### src/bpi_pkg.sv
// Shared types and constants for the bilinear pixel interpolator.
// Fixed field widths, configuration register codes and inter-stage structs.
// No dependencies.
package bpi_pkg;

  localparam int COL_W    = 8;
  localparam int ROW_W    = 8;
  localparam int PIX_IN_W = 16;
  localparam int COORD_W  = 16;
  localparam int OUT_W    = 24;
  localparam int REG_W    = 9;
  localparam int CFG_IDX_W = 1;

  localparam logic KIND_WRITE = 1'b0;
  localparam logic KIND_QUERY = 1'b1;

  localparam logic [CFG_IDX_W-1:0] REG_IMAGE_WIDTH  = 1'b0;
  localparam logic [CFG_IDX_W-1:0] REG_IMAGE_HEIGHT = 1'b1;

  localparam logic [REG_W-1:0] IMAGE_SIZE_RESET = 9'd256;

  // Pipeline advance strobes, one per stage after the input register
  typedef struct packed {
    logic adv_b;
    logic adv_c;
    logic adv_d;
  } pipe_adv_t;

  // Corner bookkeeping: parity of x0/y0 picks the bank for each corner,
  // corner_ok bit order is q00, q10, q01, q11 from bit 0 upwards
  typedef struct packed {
    logic       x_odd;
    logic       y_odd;
    logic [3:0] corner_ok;
  } corner_info_t;

endpackage

### src/bpi_blend.sv
// Corner selection, weighting and summation (stages C and D).
// Depends on bpi_pkg.
module bpi_blend #(
  parameter int FRAC_BITS  = 8,
  parameter int PIXEL_BITS = 16
) (
  input  logic                          clk,
  input  bpi_pkg::pipe_adv_t            adv,
  input  logic [PIXEL_BITS-1:0]         bank_q [4],
  input  bpi_pkg::corner_info_t         info,
  input  logic [2*FRAC_BITS:0]          weight [4],
  output logic [bpi_pkg::OUT_W-1:0]     interp_value
);
  import bpi_pkg::*;

  localparam int WT_W = 2 * FRAC_BITS + 1;
  localparam int PW   = PIXEL_BITS + WT_W;
  localparam int SW   = PW + 2;

  logic [PW-1:0] prod_next [4];
  logic [PW-1:0] prod [4];
  logic [SW-1:0] sum;

  // map each logical corner onto its bank, zero it when outside the image
  always_comb begin
    logic [1:0]            kk;
    logic [1:0]            bank;
    logic [PIXEL_BITS-1:0] q;
    for (int k = 0; k < 4; k++) begin
      kk   = 2'(k);
      bank = {info.y_odd ^ kk[1], info.x_odd ^ kk[0]};
      q    = info.corner_ok[k] ? bank_q[bank] : '0;
      prod_next[k] = PW'(q) * PW'(weight[k]);
    end
  end

  always_ff @(posedge clk) begin
    if (adv.adv_c) begin
      prod <= prod_next;
    end
  end

  always_comb begin
    sum = SW'(prod[0]) + SW'(prod[1]) + SW'(prod[2]) + SW'(prod[3]);
  end

  always_ff @(posedge clk) begin
    if (adv.adv_d) begin
      interp_value <= OUT_W'(sum >> FRAC_BITS);
    end
  end

endmodule

### config.mk
export PLATFORM = sky130hd
export DESIGN_NAME = bpi_blend
export DESIGN_NICKNAME = d
export VERILOG_FILES = /design/src/bpi_pkg.sv /design/src/bpi_blend.sv
export SDC_FILE = /design/constraint.sdc
export NUM_CORES = 2
export LEC_CHECK = 0
export BUFFER_PORTS_ARGS = -buffer_cell sky130_fd_sc_hd__buf_2
export CAP_MARGIN = 20
export CORE_MARGIN = 1.5
export CORE_UTILIZATION = 35
export DETAILED_ROUTE_END_ITERATION = 10
export PLACE_DENSITY = 0.53
export SYNTH_ARGS = -nofsm -noshare
export SYNTH_HDL_FRONTEND = slang
export SYNTH_SLANG_ARGS = --single-unit
### constraint.sdc
create_clock -name clk -period 18.5 [get_ports clk]
set_input_delay 2.775 -clock clk [delete_from_list [all_inputs] [get_ports clk]]
set_output_delay 2.775 -clock clk [all_outputs]
set_load 0.03 [all_outputs]
==> run_results.csv <==
group,metric,value,unit
floorplan,die_x,357,um
critical_path,arrival,11150,ps
power,p_leak,0.0241,uW
critical_path,critical_path_buf_inv_count,7,
sta,hold_viol,0,
critical_path,path_class,"in2reg",
grt,overflow,0,
critical_path,cp-start-kind,"primary input",
run_status,status,"completed",
critical_path,cpPeakStageDelay,910,ps
clocking,cts_buffers,17,
synthesis,synth_edf_count,152,
synthesis,synthAdderAreaFrac,52.9,%
critical_path,slowest_stage,"and2_0",
place,gp_congestion,0.865,
critical_path,r2r_end,"interp_value[15]$_DFFE_PP_",
synthesis,synth_fp_nets,6027,
floorplan,core-area,124000,um^2
route,drc,0,
critical_path,crit_path_frequent_cell,"fa_1",
grt,grt_pass1_wl,200000,um
clocking,clk_pin_slew,70,ps
critical_path,critical_path_required,18740,ps
finish,drive_gt1_share,6.34,%
route,ant_nets,0,
synthesis,ys_types,65,
grt,grt_max_degree,138,
synthesis,synth_compound_area_share,4.89,%
worst_hold_path,holdPathStages,4,
clocking,cts_resized,0,
sta,period_needed,10910,ps
sta,finalSetupViolCount,0,
grt,antenna_found_initial,19,
clocking,cts-root-buf,"clkbuf_16",
synthesis,synthSimpleGateAreaFrac,15.7,%
route,wire_per_inst,20.8,um
sta,fin_crit_sh,59.0,%
synthesis,synthCells,4563,
finish,design_area,46700,um^2
synthesis,ys_top_cells_by_area,"fa_1 (41%), ha_1 (12%), edfxtp_1 (10%), inv_1 (8.1%), and3_1 (7.5%)",
sta,worstMarginPinSlew,1120,ps
finish,nNetsFinal,6007,
power,power.density,184,nW/um^2
critical_path,worstSetupStartpoint,"info[5]",
floorplan,fp.dieH,357,um
synthesis,synthMuxAreaShare,3.28,%
sta,finalClockSkew,18.2,ps
critical_path,crit_family,"adder cells",
clocking,cts_setup_buffers,0,
critical_path,worst-path-stages,26,
synthesis,syn_avg_cell_area,9.62,um^2
sta,rsz0062_at_grt,"false",
critical_path,worstPathMaxFanout,46,
synthesis,synth_xor_area_share,2.85,%
worst_hold_path,min_path_type,"reg2reg",
power,max-vdd-ir-drop,0.000247,V
clocking,cts_htree_levels,4,
critical_path,endpoint,"prod[97]$_DFFE_PP_",
flow_run,drv_cap,0,
synthesis,ys_seq_area_share,10.4,%
floorplan,rows,129,
clocking,cts-hold-fix-buffers,0,
synthesis,yosysTopAreaCellShare,40.5,%
sta,setup_tns,0,ps
synthesis,ys.flop_type,"edfxtp_1",
critical_path,worstSetupEndpointType,"flop",
synthesis,synthArstFlopShare,0,%
sta,hold_ws,958,ps
synthesis,synthTopCellsByCount,"inv_1 (951), fa_1 (889), nand2_1 (614), and3_1 (523), ha_1 (433)",
route,wl,129000,um
critical_path,r2r_slack,13830,ps
synthesis,synth_most_common_cell,"inv_1",
sta,slew_viol_final,0,
sta,fmax,91.7,MHz
route,dr.pass1.iters,6,
place,io_buffers,164,
place,dpl-instance-area,46000,um^2
critical_path,r2r_start,"prod[74]$_DFFE_PP_",
grt,grt_pass1_vias,33300,
synthesis,synth_top_family_by_area,"adder cells",
clocking,clk_latency,450,ps
clocking,clock_tree.buffer_depth,2,
floorplan,initial_core_util,35.4,%
synthesis,yosys_warnings,0,
synthesis,synth_area,43900,um^2
sta,relSlewSlack,25.3,%
clocking,clock-sinks,152,
grt,grtUsageTotal,20.6,%
floorplan,io_pins,166,
clocking,cts_tree,"yes",
place,post-dp-hpwl,104000,um
critical_path,r2r_cells,12,
floorplan,die_area,128000,um^2
finish,syn_to_final_growth,6.37,%
route,vias,31900,
route,via_per_inst,5.14,
route,drtIter0Drc,1856,
synthesis,yosysTopAreaCell,"fa_1",
synthesis,ys_ff_latch,152,
placed cells by master, fill, tap and decap left out, drive strengths merged, types with 9 or more instances in the layout:
master	Yosys	final
inv	952	960
fa	889	889
nand2	614	614
and3	523	523
ha	433	433
buf	23	177
edfxtp	152	152
xnor2	108	108
a21oi	100	100
nor2	93	93
and2	68	68
mux4	64	64
a21o	58	58
o21ai	54	54
xor2	35	35
o21a	20	20
nor3	20	20
clkbuf	193	17
o21bai	16	16
nand3	16	16
a211oi	15	15
nand4	12	12
nor2b	12	12
nand2b	9	9
a31oi	9	9
report_power, final:
group          leakage [uW]  switching [uW]  internal, uW
clock network      0.000311             164           219
registers           0.00148             144           901
logic                0.0223            4350          2820
how the worst min path moves through the flow:
stage,from,endpoint,slack [ps]
after floorplan,prod[110]$_DFFE_PP_,interp_value[3]$_DFFE_PP_,850
after global placement,prod[114]$_DFFE_PP_,interp_value[7]$_DFFE_PP_,950
after detailed placement,prod[129]$_DFFE_PP_,interp_value[22]$_DFFE_PP_,960
after CTS,prod[126]$_DFFE_PP_,interp_value[20]$_DFFE_PP_,980
after global routing,prod[126]$_DFFE_PP_,interp_value[20]$_DFFE_PP_,1040
final,prod[114]$_DFFE_PP_,interp_value[7]$_DFFE_PP_,960
through the flow:
step                setup slack, ps  cells  utilization (%)  power (uW)
floorplan                      8270   4563                -        5980
finish                         7590   6200             37.6        8600
CTS                            7560   6193             37.6        8660
global placement               7190   6161             37.1        8170
detailed placement             7110   6161             37.1        8220
global route                   7000   6193             37.6        9510
registers in the layout, indices dropped and copies added, names as in the netlist:
| register | cells |
|---|---|
| interp_value | 24 |
| prod | 128 |
layout make-up:
cell class | count | area (um^2)
Antenna cell | 7 | 17.5
Clock buffer | 17 | 425
Clock inverter | 15 | 208
Fill cell | 12600 | 77400
Inverter | 952 | 3570
Multi-Input combinational cell | 3243 | 34900
Sequential cell | 152 | 4560
Tap cell | 1637 | 2050
Timing Repair Buffer | 177 | 930
per-layer routing:
layer	track usage, %	routed length (um)
met5	0	33
met4	3.92	2270
met3	2.29	6970
met2	34.4	62200
met1	28.9	57800
kinds of logic after synthesis:
family                     count (synthesis)
adders and majority gates               1322
buffers and inverters                   1168
and+or+nand+nor                         1387
AOI/OAI and AO/OA                        327
DFF                                      152
muxes                                     64
xor gates and xnor gates                 143
tightest hold or removal path, delay by kind of cell, from the launching register on:
kind / cells / cell delay [ps]
simple gates: 2 / 140
flops: 1 / 360
fa+ha+maj: 2 / 340
(Power assumes the default switching activity.)
